<file path="src/hw/rtl/tsc_pkg.sv">
// Package for the tickless system clock: widths, constants, operation and
// register codes, and the command/status structs between controller and datapath.
// No dependencies.
package tsc_pkg;

  localparam int unsigned COUNTER_BITS_DEF = 16;

  localparam int unsigned OP_W         = 2;
  localparam int unsigned CNT_W        = 16;
  localparam int unsigned WAKE_W       = 16;
  localparam int unsigned SEC_W        = 32;
  localparam int unsigned MILLI_W      = 10;
  localparam int unsigned MILLIS_OUT_W = 17;
  localparam int unsigned MPP_W        = 10;
  localparam int unsigned TPM_W        = 16;
  localparam int unsigned CFG_IDX_W    = 1;
  localparam int unsigned CFG_DATA_W   = 16;
  localparam int unsigned PROD_W       = MPP_W + TPM_W;
  localparam int unsigned DIV_STEPS    = CNT_W;
  localparam int unsigned DIV_CNT_W    = $clog2(DIV_STEPS);

  localparam int unsigned MS_PER_SEC   = 1000;

  typedef enum logic [OP_W-1:0] {
    OP_TICK  = 2'd0,
    OP_READ  = 2'd1,
    OP_SCHED = 2'd2,
    OP_MATCH = 2'd3
  } op_t;

  typedef enum logic [CFG_IDX_W-1:0] {
    REG_MS_PER_PERIOD = 1'b0,
    REG_TICKS_PER_MS  = 1'b1
  } cfg_reg_t;

  typedef struct packed {
    logic capture;
    logic exec;
    logic mul;
    logic div_step;
    logic load_out;
  } tsc_cmd_t;

  typedef struct packed {
    op_t op;
  } tsc_sts_t;

endpackage

</file>
<file path="src/hw/rtl/tsc_in_if.sv">
// Input request channel of the tickless system clock.
// Depends on tsc_pkg for field widths.
interface tsc_in_if;
  logic                          valid;
  logic                          ready;
  logic [tsc_pkg::OP_W-1:0]      op;
  logic [tsc_pkg::CNT_W-1:0]     count_now;
  logic [tsc_pkg::WAKE_W-1:0]    wake_ms;

  modport source (output valid, op, count_now, wake_ms, input ready);
  modport sink   (input valid, op, count_now, wake_ms, output ready);
endinterface

</file>
<file path="src/hw/rtl/tsc_out_if.sv">
// Result channel of the tickless system clock.
// Depends on tsc_pkg for field widths.
interface tsc_out_if;
  logic                               valid;
  logic                               ready;
  logic [tsc_pkg::SEC_W-1:0]          time_seconds;
  logic [tsc_pkg::MILLIS_OUT_W-1:0]   time_millis;
  logic                               poll_request;
  logic                               counter_clear;
  logic                               compare_write;
  logic [tsc_pkg::CNT_W-1:0]          compare_value;

  modport source (output valid, time_seconds, time_millis, poll_request, counter_clear,
                  compare_write, compare_value, input ready);
  modport sink   (input valid, time_seconds, time_millis, poll_request, counter_clear,
                  compare_write, compare_value, output ready);
endinterface

</file>
<file path="src/hw/rtl/tsc_cfg_if.sv">
// Configuration write channel of the tickless system clock.
// Depends on tsc_pkg for index and data widths.
interface tsc_cfg_if;
  logic                              valid;
  logic                              ready;
  logic [tsc_pkg::CFG_IDX_W-1:0]     index;
  logic [tsc_pkg::CFG_DATA_W-1:0]    data;

  modport source (output valid, index, data, input ready);
  modport sink   (input valid, index, data, output ready);
endinterface

</file>
<file path="src/hw/rtl/tsc_ctrl.sv">
// Controller state machine of the tickless system clock.
// Sequences capture, execute, multiply, divide and result load; uses tsc_pkg.
module tsc_ctrl (
  input  logic              clk,
  input  logic              rst_n,
  input  logic              in_valid,
  output logic              in_ready,
  output logic              out_valid,
  input  logic              out_ready,
  input  tsc_pkg::tsc_sts_t sts,
  output tsc_pkg::tsc_cmd_t cmd
);

  typedef enum logic [4:0] {
    S_IDLE = 5'b00001,
    S_EXEC = 5'b00010,
    S_MUL  = 5'b00100,
    S_DIV  = 5'b01000,
    S_DONE = 5'b10000
  } state_t;

  localparam int unsigned CW = tsc_pkg::DIV_CNT_W;
  localparam logic [CW-1:0] DIV_LAST = CW'(tsc_pkg::DIV_STEPS - 1);

  state_t        state_r, state_nxt;
  logic [CW-1:0] step_r, step_nxt;
  logic          out_valid_r, out_valid_nxt;

  assign in_ready  = (state_r == S_IDLE);
  assign out_valid = out_valid_r;

  always_comb begin
    state_nxt = state_r;
    step_nxt  = step_r;
    cmd       = '0;
    case (state_r)
      S_IDLE: begin
        if (in_valid) begin
          cmd.capture = 1'b1;
          state_nxt   = S_EXEC;
        end
      end
      S_EXEC: begin
        cmd.exec = 1'b1;
        case (sts.op)
          tsc_pkg::OP_READ:  state_nxt = S_DIV;
          tsc_pkg::OP_SCHED: state_nxt = S_MUL;
          default:           state_nxt = S_DONE;
        endcase
      end
      S_MUL: begin
        cmd.mul   = 1'b1;
        state_nxt = S_DONE;
      end
      S_DIV: begin
        cmd.div_step = 1'b1;
        if (step_r == DIV_LAST) begin
          step_nxt  = '0;
          state_nxt = S_DONE;
        end else begin
          step_nxt = step_r + CW'(1);
        end
      end
      S_DONE: begin
        // The finished result waits here until the output register is free.
        if (!out_valid_r || out_ready) begin
          cmd.load_out = 1'b1;
          state_nxt    = S_IDLE;
        end
      end
      default: state_nxt = S_IDLE;
    endcase
  end

  always_comb begin
    if (cmd.load_out) begin
      out_valid_nxt = 1'b1;
    end else if (out_ready) begin
      out_valid_nxt = 1'b0;
    end else begin
      out_valid_nxt = out_valid_r;
    end
  end

  always_ff @(posedge clk) begin
    if (!rst_n) begin
      state_r     <= S_IDLE;
      step_r      <= '0;
      out_valid_r <= 1'b0;
    end else begin
      state_r     <= state_nxt;
      step_r      <= step_nxt;
      out_valid_r <= out_valid_nxt;
    end
  end

endmodule

</file>
<file path="src/hw/rtl/tsc_dp.sv">
// Datapath of the tickless system clock: time state, configuration registers,
// bit-serial divider, schedule multiplier and result register. Uses tsc_pkg.
module tsc_dp #(
  parameter int unsigned COUNTER_BITS = tsc_pkg::COUNTER_BITS_DEF
) (
  input  logic                                clk,
  input  logic                                rst_n,
  input  logic [tsc_pkg::OP_W-1:0]            in_op,
  input  logic [tsc_pkg::CNT_W-1:0]           in_count_now,
  input  logic [tsc_pkg::WAKE_W-1:0]          in_wake_ms,
  input  logic                                cfg_wr,
  input  logic [tsc_pkg::CFG_IDX_W-1:0]       cfg_index,
  input  logic [tsc_pkg::CFG_DATA_W-1:0]      cfg_data,
  input  tsc_pkg::tsc_cmd_t                   cmd,
  output tsc_pkg::tsc_sts_t                   sts,
  output logic [tsc_pkg::SEC_W-1:0]           out_time_seconds,
  output logic [tsc_pkg::MILLIS_OUT_W-1:0]    out_time_millis,
  output logic                                out_poll_request,
  output logic                                out_counter_clear,
  output logic                                out_compare_write,
  output logic [tsc_pkg::CNT_W-1:0]           out_compare_value
);

  localparam int unsigned CW  = tsc_pkg::CNT_W;
  localparam int unsigned WW  = tsc_pkg::WAKE_W;
  localparam int unsigned SW  = tsc_pkg::SEC_W;
  localparam int unsigned MW  = tsc_pkg::MILLI_W;
  localparam int unsigned OW  = tsc_pkg::MILLIS_OUT_W;
  localparam int unsigned PW  = tsc_pkg::MPP_W;
  localparam int unsigned TW  = tsc_pkg::TPM_W;
  localparam int unsigned XW  = tsc_pkg::PROD_W;
  localparam int unsigned SUMW = MW + 1;
  localparam logic [CW-1:0]   CNT_MASK = CW'((32'd1 << COUNTER_BITS) - 32'd1);
  localparam logic [SUMW-1:0] ONE_SEC  = SUMW'(tsc_pkg::MS_PER_SEC);
  localparam logic [SUMW-1:0] TWO_SEC  = SUMW'(2 * tsc_pkg::MS_PER_SEC);

  logic [PW-1:0]  mpp_r;
  logic [TW-1:0]  tpm_r;
  logic [SW-1:0]  sec_r;
  logic [MW-1:0]  milli_r;

  tsc_pkg::op_t   op_r;
  logic [CW-1:0]  cnt_r;
  logic [WW-1:0]  wake_r;

  logic [TW-1:0]  rem_r;
  logic [CW-1:0]  quo_r;

  logic           ahead_r;
  logic           inper_r;
  logic [PW-1:0]  diff_r;
  logic [CW-1:0]  prod_r;

  logic [SW-1:0]  o_sec_r;
  logic [OW-1:0]  o_millis_r;
  logic           o_poll_r, o_clr_r, o_cw_r;
  logic [CW-1:0]  o_cv_r;

  logic [TW-1:0]  tpm_eff;
  logic [PW-1:0]  per_eff;
  logic [SUMW-1:0] m_sum;
  logic [SUMW-1:0] m_wrap;
  logic [1:0]      carry;
  logic [WW-1:0]  diff_full;
  logic [TW:0]    div_trial;
  logic [TW:0]    div_sub;
  logic [XW-1:0]  prod_full;
  logic [OW-1:0]  millis_res;
  logic           poll_res, clr_res, cw_res;
  logic [CW-1:0]  cv_res;

  assign sts.op  = op_r;
  assign tpm_eff = (tpm_r == '0) ? TW'(1) : tpm_r;
  assign per_eff = (mpp_r == '0) ? PW'(1) : mpp_r;

  // Period tick: the sum stays below two thousand and some, so at most two
  // whole seconds carry out.
  always_comb begin
    m_sum = SUMW'(milli_r) + SUMW'(mpp_r);
    if (m_sum >= TWO_SEC) begin
      m_wrap = m_sum - TWO_SEC;
      carry  = 2'd2;
    end else if (m_sum >= ONE_SEC) begin
      m_wrap = m_sum - ONE_SEC;
      carry  = 2'd1;
    end else begin
      m_wrap = m_sum;
      carry  = 2'd0;
    end
  end

  assign diff_full = wake_r - WW'(milli_r);

  // One restoring division step: shift the next dividend bit into the remainder.
  assign div_trial = {rem_r, quo_r[CW-1]};
  assign div_sub   = div_trial - (TW+1)'(tpm_eff);

  assign prod_full = XW'(diff_r) * XW'(tpm_eff);

  always_comb begin
    millis_res = OW'(milli_r);
    poll_res   = 1'b0;
    clr_res    = 1'b0;
    cw_res     = 1'b0;
    cv_res     = '0;
    case (op_r)
      tsc_pkg::OP_TICK: begin
        poll_res = 1'b1;
        clr_res  = 1'b1;
      end
      tsc_pkg::OP_READ: begin
        millis_res = OW'(milli_r) + OW'(quo_r);
      end
      tsc_pkg::OP_SCHED: begin
        if (!ahead_r) begin
          poll_res = 1'b1;
        end else if (inper_r) begin
          cw_res = 1'b1;
          // The target has already passed within this period.
          if (cnt_r >= prod_r) begin
            cv_res   = CNT_MASK;
            poll_res = 1'b1;
          end else begin
            cv_res = prod_r & CNT_MASK;
          end
        end
      end
      tsc_pkg::OP_MATCH: begin
        cw_res   = 1'b1;
        cv_res   = CNT_MASK;
        poll_res = 1'b1;
      end
      default: begin
        poll_res = 1'b0;
      end
    endcase
  end

  always_ff @(posedge clk) begin
    if (!rst_n) begin
      mpp_r   <= PW'(1);
      tpm_r   <= TW'(1);
      sec_r   <= '0;
      milli_r <= '0;
      op_r    <= tsc_pkg::OP_TICK;
    end else begin
      if (cfg_wr) begin
        case (tsc_pkg::cfg_reg_t'(cfg_index))
          tsc_pkg::REG_MS_PER_PERIOD: mpp_r <= cfg_data[PW-1:0];
          tsc_pkg::REG_TICKS_PER_MS:  tpm_r <= cfg_data[TW-1:0];
          default: ;
        endcase
      end
      if (cmd.capture) begin
        op_r <= tsc_pkg::op_t'(in_op);
      end
      if (cmd.exec && (op_r == tsc_pkg::OP_TICK)) begin
        sec_r   <= sec_r + SW'(carry);
        milli_r <= m_wrap[MW-1:0];
      end
    end
  end

  always_ff @(posedge clk) begin
    if (cmd.capture) begin
      cnt_r  <= in_count_now & CNT_MASK;
      wake_r <= in_wake_ms;
      quo_r  <= in_count_now & CNT_MASK;
      rem_r  <= '0;
    end else if (cmd.div_step) begin
      if (!div_sub[TW]) begin
        rem_r <= div_sub[TW-1:0];
        quo_r <= {quo_r[CW-2:0], 1'b1};
      end else begin
        rem_r <= div_trial[TW-1:0];
        quo_r <= {quo_r[CW-2:0], 1'b0};
      end
    end
    if (cmd.exec) begin
      ahead_r <= (WW'(milli_r) < wake_r);
      inper_r <= (diff_full < WW'(per_eff));
      diff_r  <= diff_full[PW-1:0];
    end
    if (cmd.mul) begin
      prod_r <= prod_full[CW-1:0];
    end
    if (cmd.load_out) begin
      o_sec_r    <= sec_r;
      o_millis_r <= millis_res;
      o_poll_r   <= poll_res;
      o_clr_r    <= clr_res;
      o_cw_r     <= cw_res;
      o_cv_r     <= cv_res;
    end
  end

  assign out_time_seconds  = o_sec_r;
  assign out_time_millis   = o_millis_r;
  assign out_poll_request  = o_poll_r;
  assign out_counter_clear = o_clr_r;
  assign out_compare_write = o_cw_r;
  assign out_compare_value = o_cv_r;

endmodule

</file>
<file path="src/hw/rtl/tickless_system_clock.sv">
// Tickless system clock: one request in, one result out, one request at a time.
// A period tick or compare match passes through the execute and done states, a
// schedule request through execute, multiply and done, and a read through
// execute, the 16 steps of the bit-serial divider that turns the sampled counter
// into milliseconds, and done. The finished result sits in an output register, so
// a new request is taken while it waits to be collected. Configuration writes are
// accepted in every cycle and are meant to be made while the block is idle.
// Depends on tsc_pkg, the three channel interfaces, tsc_ctrl and tsc_dp.
module tickless_system_clock #(
  parameter int unsigned COUNTER_BITS = tsc_pkg::COUNTER_BITS_DEF
) (
  input logic       clk,
  input logic       rst_n,
  tsc_in_if.sink    in_if,
  tsc_out_if.source out_if,
  tsc_cfg_if.sink   cfg_if
);

  tsc_pkg::tsc_cmd_t cmd;
  tsc_pkg::tsc_sts_t sts;
  logic              in_ready;
  logic              cfg_wr;

  assign in_if.ready  = in_ready;
  assign cfg_if.ready = 1'b1;
  assign cfg_wr       = cfg_if.valid;

  tsc_ctrl u_ctrl (
    .clk       (clk),
    .rst_n     (rst_n),
    .in_valid  (in_if.valid),
    .in_ready  (in_ready),
    .out_valid (out_if.valid),
    .out_ready (out_if.ready),
    .sts       (sts),
    .cmd       (cmd)
  );

  tsc_dp #(
    .COUNTER_BITS (COUNTER_BITS)
  ) u_dp (
    .clk               (clk),
    .rst_n             (rst_n),
    .in_op             (in_if.op),
    .in_count_now      (in_if.count_now),
    .in_wake_ms        (in_if.wake_ms),
    .cfg_wr            (cfg_wr),
    .cfg_index         (cfg_if.index),
    .cfg_data          (cfg_if.data),
    .cmd               (cmd),
    .sts               (sts),
    .out_time_seconds  (out_if.time_seconds),
    .out_time_millis   (out_if.time_millis),
    .out_poll_request  (out_if.poll_request),
    .out_counter_clear (out_if.counter_clear),
    .out_compare_write (out_if.compare_write),
    .out_compare_value (out_if.compare_value)
  );

endmodule
</file>
<file path="src/flat_wrapper.sv">
// flat-port wrapper written by rule: the top's interface ports become plain ports
module tickless_system_clock_flat 
#(
  parameter int unsigned COUNTER_BITS = tsc_pkg::COUNTER_BITS_DEF
)
  (clk, rst_n, in_if_valid, in_if_op, in_if_count_now, in_if_wake_ms, in_if_ready, out_if_valid, out_if_time_seconds, out_if_time_millis, out_if_poll_request, out_if_counter_clear, out_if_compare_write, out_if_compare_value, out_if_ready, cfg_if_valid, cfg_if_index, cfg_if_data, cfg_if_ready);
  tsc_in_if in_if_i ();
  tsc_out_if out_if_i ();
  tsc_cfg_if cfg_if_i ();
  input logic clk;
  input logic rst_n;
  input wire logic [$bits(in_if_i.valid)-1:0] in_if_valid;
  input wire logic [$bits(in_if_i.op)-1:0] in_if_op;
  input wire logic [$bits(in_if_i.count_now)-1:0] in_if_count_now;
  input wire logic [$bits(in_if_i.wake_ms)-1:0] in_if_wake_ms;
  output wire logic [$bits(in_if_i.ready)-1:0] in_if_ready;
  output wire logic [$bits(out_if_i.valid)-1:0] out_if_valid;
  output wire logic [$bits(out_if_i.time_seconds)-1:0] out_if_time_seconds;
  output wire logic [$bits(out_if_i.time_millis)-1:0] out_if_time_millis;
  output wire logic [$bits(out_if_i.poll_request)-1:0] out_if_poll_request;
  output wire logic [$bits(out_if_i.counter_clear)-1:0] out_if_counter_clear;
  output wire logic [$bits(out_if_i.compare_write)-1:0] out_if_compare_write;
  output wire logic [$bits(out_if_i.compare_value)-1:0] out_if_compare_value;
  input wire logic [$bits(out_if_i.ready)-1:0] out_if_ready;
  input wire logic [$bits(cfg_if_i.valid)-1:0] cfg_if_valid;
  input wire logic [$bits(cfg_if_i.index)-1:0] cfg_if_index;
  input wire logic [$bits(cfg_if_i.data)-1:0] cfg_if_data;
  output wire logic [$bits(cfg_if_i.ready)-1:0] cfg_if_ready;
  assign in_if_i.valid = in_if_valid;
  assign in_if_i.op = in_if_op;
  assign in_if_i.count_now = in_if_count_now;
  assign in_if_i.wake_ms = in_if_wake_ms;
  assign in_if_ready = in_if_i.ready;
  assign out_if_valid = out_if_i.valid;
  assign out_if_time_seconds = out_if_i.time_seconds;
  assign out_if_time_millis = out_if_i.time_millis;
  assign out_if_poll_request = out_if_i.poll_request;
  assign out_if_counter_clear = out_if_i.counter_clear;
  assign out_if_compare_write = out_if_i.compare_write;
  assign out_if_compare_value = out_if_i.compare_value;
  assign out_if_i.ready = out_if_ready;
  assign cfg_if_i.valid = cfg_if_valid;
  assign cfg_if_i.index = cfg_if_index;
  assign cfg_if_i.data = cfg_if_data;
  assign cfg_if_ready = cfg_if_i.ready;
  tickless_system_clock #(.COUNTER_BITS(COUNTER_BITS)) u_core (.clk(clk), .rst_n(rst_n), .in_if(in_if_i), .out_if(out_if_i), .cfg_if(cfg_if_i));
endmodule
</file>
<file path="config.mk">
export PLATFORM = sky130hd
export DESIGN_NAME = tickless_system_clock_flat
export DESIGN_NICKNAME = d
export VERILOG_FILES = /design/src/hw/rtl/tsc_pkg.sv /design/src/hw/rtl/tsc_in_if.sv /design/src/hw/rtl/tsc_out_if.sv /design/src/hw/rtl/tsc_cfg_if.sv /design/src/hw/rtl/tsc_ctrl.sv /design/src/hw/rtl/tsc_dp.sv /design/src/hw/rtl/tickless_system_clock.sv /design/src/flat_wrapper.sv
export SDC_FILE = /design/constraint.sdc
export NUM_CORES = 1
export LEC_CHECK = 0
export CAP_MARGIN = 20
export CORE_MARGIN = 1.5
export CORE_UTILIZATION = 26
export CTS_BUF_LIST = sky130_fd_sc_hd__clkbuf_8
export DETAILED_ROUTE_END_ITERATION = 16
export DONT_BUFFER_PORTS = 1
export HOLD_SLACK_MARGIN = 0.03
export PLACE_DENSITY = 0.41
export SYNTH_ARGS = -nofsm -noshare
export SYNTH_HDL_FRONTEND = slang
export SYNTH_SLANG_ARGS = --single-unit
</file>
<file path="constraint.sdc">
create_clock -name clk -period 5.2 [get_ports clk]
set_input_delay 0 -clock clk [delete_from_list [all_inputs] [get_ports clk]]
set_output_delay 0 -clock clk [all_outputs]
set_load 0.01 [all_outputs]
</file>
# After elaboration in Yosys (flattened, before gate mapping)
# Index checks and enable logic that the tools add are counted.
# op_classes
magnitude_cmp,5
reduce_logical,12
n_shift,0
div_mod_pow,0
n_eq_ne,12
bitwise,1
addsub,8
n_mux,38
mul,1
# ops
operator,n
2-to-1 mux 16 bit,7
2-to-1 mux 10 bit,4
adder 32 x 2 -> 32 bit,1
one-hot mux 16 bit (2 select lines),1
one-hot mux 5 bit (5 select lines),1
subtractor 10 bit (second input constant),2
adder 10 x 16 -> 17 bit,1
2-to-1 mux 1 bit,17
subtractor 17 x 16 -> 17 bit,1
>= comparator 16 bit,1
logical NOT 16 bit,1
less-than comparator 10 x 16 -> 1 bit,1
less-than comparator 16 x 10 -> 1 bit,1
multiplier 10 x 16 -> 16 bit,1
subtractor 16 x 10 -> 16 bit,1
2-to-1 mux 5 bit,3
adder 10 x 10 -> 11 bit,1
>= comparator 11 x 10 -> 1 bit (second input constant),1
>= comparator 11 bit (second input constant),1
logical NOT 10 bit,1
one-hot mux 5 bit (2 select lines),1
inequality test 2 bit (second input constant),3
== test 5 x 1 -> 1 bit (second input constant),1
== test 5 x 2 -> 1 bit (second input constant),1
other kinds (19),23
# word_totals
wordCells,100
input_bits,56
n_memories,0
out_inout_bits,71
reg_bits,240
latchBits,0
mem_bits_rw,0
mem_bits_ro,0

# Longest topological paths before layout
# depth
word_depth,6
depth_mapped,22
mapped_depth_nobuf,22

# Cells and area by module
# From an unflattened synthesis, not the netlist that was laid out.
# unflattened
cells_unflattened,1555
area_unflattened_um2,15504.9
# by_module_without_submodules
mod,n_inst,cells_per_inst,area_per_inst_um2,seq_area_each_um2
tsc_dp,1,1485,14944.3,6045.8
tsc_ctrl,1,68,549.3,200.2
tickless_system_clock,1,2,11.3,0.0

# Worst setup path before layout
# No wires, ideal clock.
# synth_path
path_type,register to register
start,reg u_core.u_dp.tpm_r[8]
end,reg u_core.u_dp.prod_r[15] (data pin)
arrival_ns,5.337
slack_ns,-0.397
n_path_buf,1
period_less_slack_ns,5.597
t_required_ns,4.940
setup_ns,0.260
stages_incl_launch_ff,21
path_cell_list,dfxtp_1 clkbuf_1 nor4_1 a41oi_1 inv_1 nand2_1 fa_1 fa_1 inv_1 fa_1 fa_1 inv_1 fa_1 inv_1 ha_1 and2_1 a31oi_1 o21ai_0 o41ai_1 o21ai_0 xnor2_1
# synth_between
elab_chain_len,3
# synth_rtl
element,line_no,text
"start, declared",tsc_dp.sv:38,logic [TW-1:0] tpm_r;
"start signal, assigned",tsc_dp.sv:150,tsc_pkg::REG_TICKS_PER_MS: tpm_r <= cfg_data[TW-1:0];
logical NOT 16 bit,tsc_dp.sv:73,assign tpm_eff = (tpm_r == '0) ? TW'(1) : tpm_r;
2-to-1 mux 16 bit (*),tsc_dp.sv:73,
multiplier 10 x 16 -> 16 bit (*),tsc_dp.sv:98,assign prod_full = XW'(diff_r) * XW'(tpm_eff);
named net u_core.u_dp.prod_full[15],tsc_dp.sv:67,logic [XW-1:0] prod_full;
"end signal, assigned",tsc_dp.sv:185,prod_r <= prod_full[CW-1:0];
"end, declared",tsc_dp.sv:52,logic [CW-1:0] prod_r;
# The timed path passes the listed nets; every way through them passes the cells marked *.
# A chain may end at the register's enable or synchronous reset.

# Final worst setup path
# layout_path
start,reg u_core.u_dp.tpm_r[14]
end,reg u_core.u_dp.prod_r[15] (data pin)
# Same word-level chain as after synthesis.

==> reports/qor.log <==
qor: cts.h-tree-depth 2
qor: power_and_ir_drop.vdd_drop_max 0.0001630 V
qor: synth.syn-instance-count 1,577
qor: die.initial_utilization 26.24%
qor: timing.timing.final.hold_violations 0
qor: global_routing.grt-ovfl-total 0
qor: synth.synth.top_cell.area_share 27.97%
qor: timing.setup_violations 0
qor: cts.tritoncts.num_buffers 46
qor: critical_path.cp.required 5.56 ns
qor: global_routing.grt_pass1_wl 69,460 um
qor: routing.route.antenna.remaining_nets 0
qor: power_and_ir_drop.static-leakage-power 7.500 nW
qor: routing.detailedRoute.firstIterationViolations 573
qor: global_routing.grt_usage 14.84%
qor: placement.port-buffer-count 0
qor: die.rows 89
qor: routing.detailed_routing_iteration_count_for_the_pre_antenna_repair_pass 5
qor: routing.drc_markers 0
qor: timing.grt_setup_unrepaired yes
qor: cts.clockBufferDepth 3
qor: cts.tritoncts_clock_tree yes
qor: synth.syn-cell-area 15,460 sq um
qor: timing.report.final.slew_viol_count 0
qor: worst_hold_path.worst_hold_path_type in -> reg
qor: die.die_area 60,930 sq um
qor: synth.ys_seq_elements 240
qor: global_routing.busiest_layer met2
qor: timing.timing.slew.headroom 30.73%
qor: finish.area_delta_synth_final 20.69%
qor: cts.insertion_delay 0.63 ns
qor: critical_path.end_kind register
qor: die.fp.dieW 246.8 um
qor: synth.unique_masters_post_synth 84
qor: status.status finished, final reports clean
qor: synth.synth_fp_nets 1,824
qor: die.io-pin-count 127
qor: global_routing.global_route.usage.met2 23.81%
qor: synth.ys_top_cells_by_area sky130_fd_sc_hd__edfxtp_1 (28%), sky130_fd_sc_hd__dfxtp_1 (12%), sky130_fd_sc_hd__fa_1 (9.7%), sky130_fd_sc_hd__ha_1 (9.4%), sky130_fd_sc_hd__nand2_1 (5.9%)
qor: critical_path.worst_ep_arrival_time 5.50 ns
qor: cts.cts-root-buf sky130_fd_sc_hd__clkbuf_8
qor: die.core_area 58,910 sq um
qor: synth.synth_area_leader_cell sky130_fd_sc_hd__edfxtp_1
qor: routing.vias 11,601
qor: timing.tightest_slew 1.039 ns
qor: cts.clk_pin_slew 0.06 ns
qor: finish.final_layout_size_suffix_gt1_share 9.835%
qor: synth.netlist_top_cells_count sky130_fd_sc_hd__nand2_1 (241), sky130_fd_sc_hd__inv_1 (173), sky130_fd_sc_hd__edfxtp_1 (144)
qor: global_routing.number_of_antenna_violations_at_the_first_check_in_global_routing 2
qor: critical_path.setup.worst_path.class reg -> reg
qor: finish.layout.filler_cells 6,114
qor: global_routing.grt_start_max_net_pins 69
qor: job.drv_cap 0
qor: routing.via_per_inst 4.580
qor: synth.yosysWarnings 0
qor: power_and_ir_drop.p_per_area 295.8 nW/um^2
qor: timing.finalSetupTns 0 ns
qor: placement.dp.final_hpwl 33,380 um
qor: finish.final_net_count 1,968
qor: timing.layout_worst_path_cycle_share 98.83%
qor: cts.numClockSinks 240
qor: synth.synth_edf_count 144
qor: synth.postSynth.asyncResetShare 0%
qor: synth.yosys.cell_count.top_type sky130_fd_sc_hd__nand2_1
qor: global_routing.use_met3 2.909%
qor: timing.final.setup_skew 0.05305 ns
qor: die.die-height 246.8 um
qor: synth.synth_ff_type sky130_fd_sc_hd__edfxtp_1
qor: synth.synth_seq_area_share 40.40%
qor: critical_path.worst-path-max-fanout 4
qor: critical_path.start_kind register
qor: finish.final_core_util 31.68%
qor: routing.detail_route.wl_per_cell 17.68 um
qor: timing.max_freq 0.1946 GHz
qor: placement.gpl.final_weighted_congestion 0.8154
qor: global_routing.grt_pass1_vias 11,694
qor: routing.postRouteWirelength 44,790 um
qor: global_routing.use_met1 20.54%
qor: timing.post-route-min-period 5.139 ns
qor: synth.postSynthAreaPerCell 9.803 sq um
[report_power, final]
group / switching, W / internal (W) / total, W / leakage [nW]
combinational: 0.000747 / 0.000547 / 0.00129 / 4.82
clock: 0.000877 / 0.00110 / 0.00198 / 0.546
sequential: 0.0000908 / 0.00216 / 0.00225 / 2.13
[placed cells by master (no fill, tap or decap), drive strengths merged, types with 6 or more instances in the layout]
cell / synthesis / routed
o31ai: 6 / 6
a211oi: 9 / 9
dfxtp: 96 / 96
o211ai: 11 / 11
or2: 6 / 6
mux2i: 22 / 22
nor3: 24 / 24
o21ai: 67 / 67
dlygate4sd3: 0 / 99
a21oi: 82 / 82
ha: 116 / 116
clkbuf: 45 / 51
nor2b: 19 / 19
and2: 58 / 58
nand4: 20 / 20
xnor2: 47 / 47
nor2: 73 / 73
nand2: 242 / 242
inv: 174 / 191
buf: 8 / 50
fa: 75 / 75
and3: 7 / 7
nand3: 24 / 24
clkinv: 0 / 14
o21a: 25 / 25
a31oi: 10 / 10
nor4: 13 / 13
edfxtp: 144 / 144
a21o: 25 / 25
xor2: 34 / 34
or3: 20 / 20
nand2b: 10 / 10
[sequential cells by signal, summed over array words and instances (netlist names)]
name and count:
u_core.u_dp.out_compare_write 1, u_core.u_dp.sec_r 32, u_core.u_dp.tpm_r 16, u_core.u_dp.out_poll_request 1, u_core.u_ctrl.step_r 4, u_core.u_dp.out_compare_value 16, u_core.u_dp.out_counter_clear 1, u_core.u_dp.milli_r 10
u_core.u_ctrl.state_r 5, u_core.u_dp.sts 2, u_core.u_dp.rem_r 16, u_core.u_dp.ahead_r 1, u_core.u_dp.wake_r 16, u_core.u_dp.diff_r 10, u_core.u_dp.quo_r 16, u_core.u_dp.mpp_r 10
u_core.u_dp.prod_r 16, u_core.u_dp.cnt_r 16, u_core.u_ctrl.out_valid 1, u_core.u_dp.out_time_millis 17, u_core.u_dp.out_time_seconds 32, u_core.u_dp.inper_r 1
[final timing paths]
kind,endpoint,start,cells past startpoint,slack [ns]
hold reg to reg,u_core.u_dp.out_time_seconds[31],u_core.u_dp.sec_r[31],0,0.47
setup reg to reg,u_core.u_dp.prod_r[15],u_core.u_dp.tpm_r[14],19,0.06
hold / removal,u_core.u_dp.sts[1],in_if_valid,3,0.08
setup / recovery,u_core.u_dp.prod_r[15],u_core.u_dp.tpm_r[14],19,0.06
[critical path, cell delays in order (launching register included)]
cell and delay, ns:
sky130_fd_sc_hd__dfxtp_2 0.34, sky130_fd_sc_hd__nor4_4 0.32, sky130_fd_sc_hd__a41oi_4 0.23, sky130_fd_sc_hd__inv_2 0.11
sky130_fd_sc_hd__nand2_2 0.06, sky130_fd_sc_hd__fa_1 0.47, sky130_fd_sc_hd__fa_1 0.54, sky130_fd_sc_hd__inv_2 0.04
sky130_fd_sc_hd__fa_2 0.36, sky130_fd_sc_hd__fa_1 0.56, sky130_fd_sc_hd__inv_2 0.04, sky130_fd_sc_hd__fa_1 0.51
sky130_fd_sc_hd__inv_2 0.04, sky130_fd_sc_hd__ha_4 0.22, sky130_fd_sc_hd__and2_4 0.15, sky130_fd_sc_hd__a31oi_1 0.13
sky130_fd_sc_hd__o21ai_1 0.11, sky130_fd_sc_hd__o41ai_2 0.37, sky130_fd_sc_hd__o21ai_1 0.13, sky130_fd_sc_hd__xnor2_1 0.14
[metrics by stage]
step | instances | hold WS, ns | cell area [sq um] | total power (W) | worst slack [ns]
after floorplan | 1577 | 0.09887 | 15530 | 0.003125 | 0.003104
after global placement | 2345 | 0.08700 | 16630 | 0.003489 | -0.05940
after detailed placement | 2345 | 0.08611 | 16630 | 0.003502 | -0.07971
after CTS | 2531 | 0.03056 | 18590 | 0.005604 | 0.06055
after global routing | 2533 | 0.04470 | 18660 | 0.005861 | -0.1313
final | 2533 | 0.07831 | 18660 | 0.005520 | 0.06077
[cells by family after synthesis]
| group | share of synthesized area, % |
|---|---|
| and+or+nand+nor | 16.61 |
| AOI/OAI and AO/OA | 12.00 |
| xor gates and xnor gates | 4.589 |
| buffers and inverters | 5.706 |
| adders and majority gates | 19.10 |
| DFF | 40.40 |
| muxes | 1.570 |
| other | 0.02426 |
[routing by layer]
layer  vias up  routed length [um]
li1       5691                   -
met1      5654               21890
met2       200               20290
met3        56                1845
met4         0                 762
met5         -                   0
[layout make-up]
class,instances,area (sq um),share of cell area (%)
diodes,1,2.502,0.01341
inverters,174,653.1,3.500
flip-flops and latches,240,6248,33.49
multi-input cells,1110,8463,45.36
repair buffers,149,1370,7.343
clock buffers,51,701.9,3.762
well taps,773,967.2,5.183
clock inverters,35,252.7,1.355
[timing repair]
item / in CTS / in global routing
gates cloned: 0 / 0
setup buffers: 1 / 1
gates resized for setup: 2 / 18
pin swaps: 2 / 19
hold endpoints to repair: 107 / 0
hold buffers: 99 / 0
endpoints found under the setup margin: 2 / 5
Note: power is estimated with default switching activity, not from simulation.
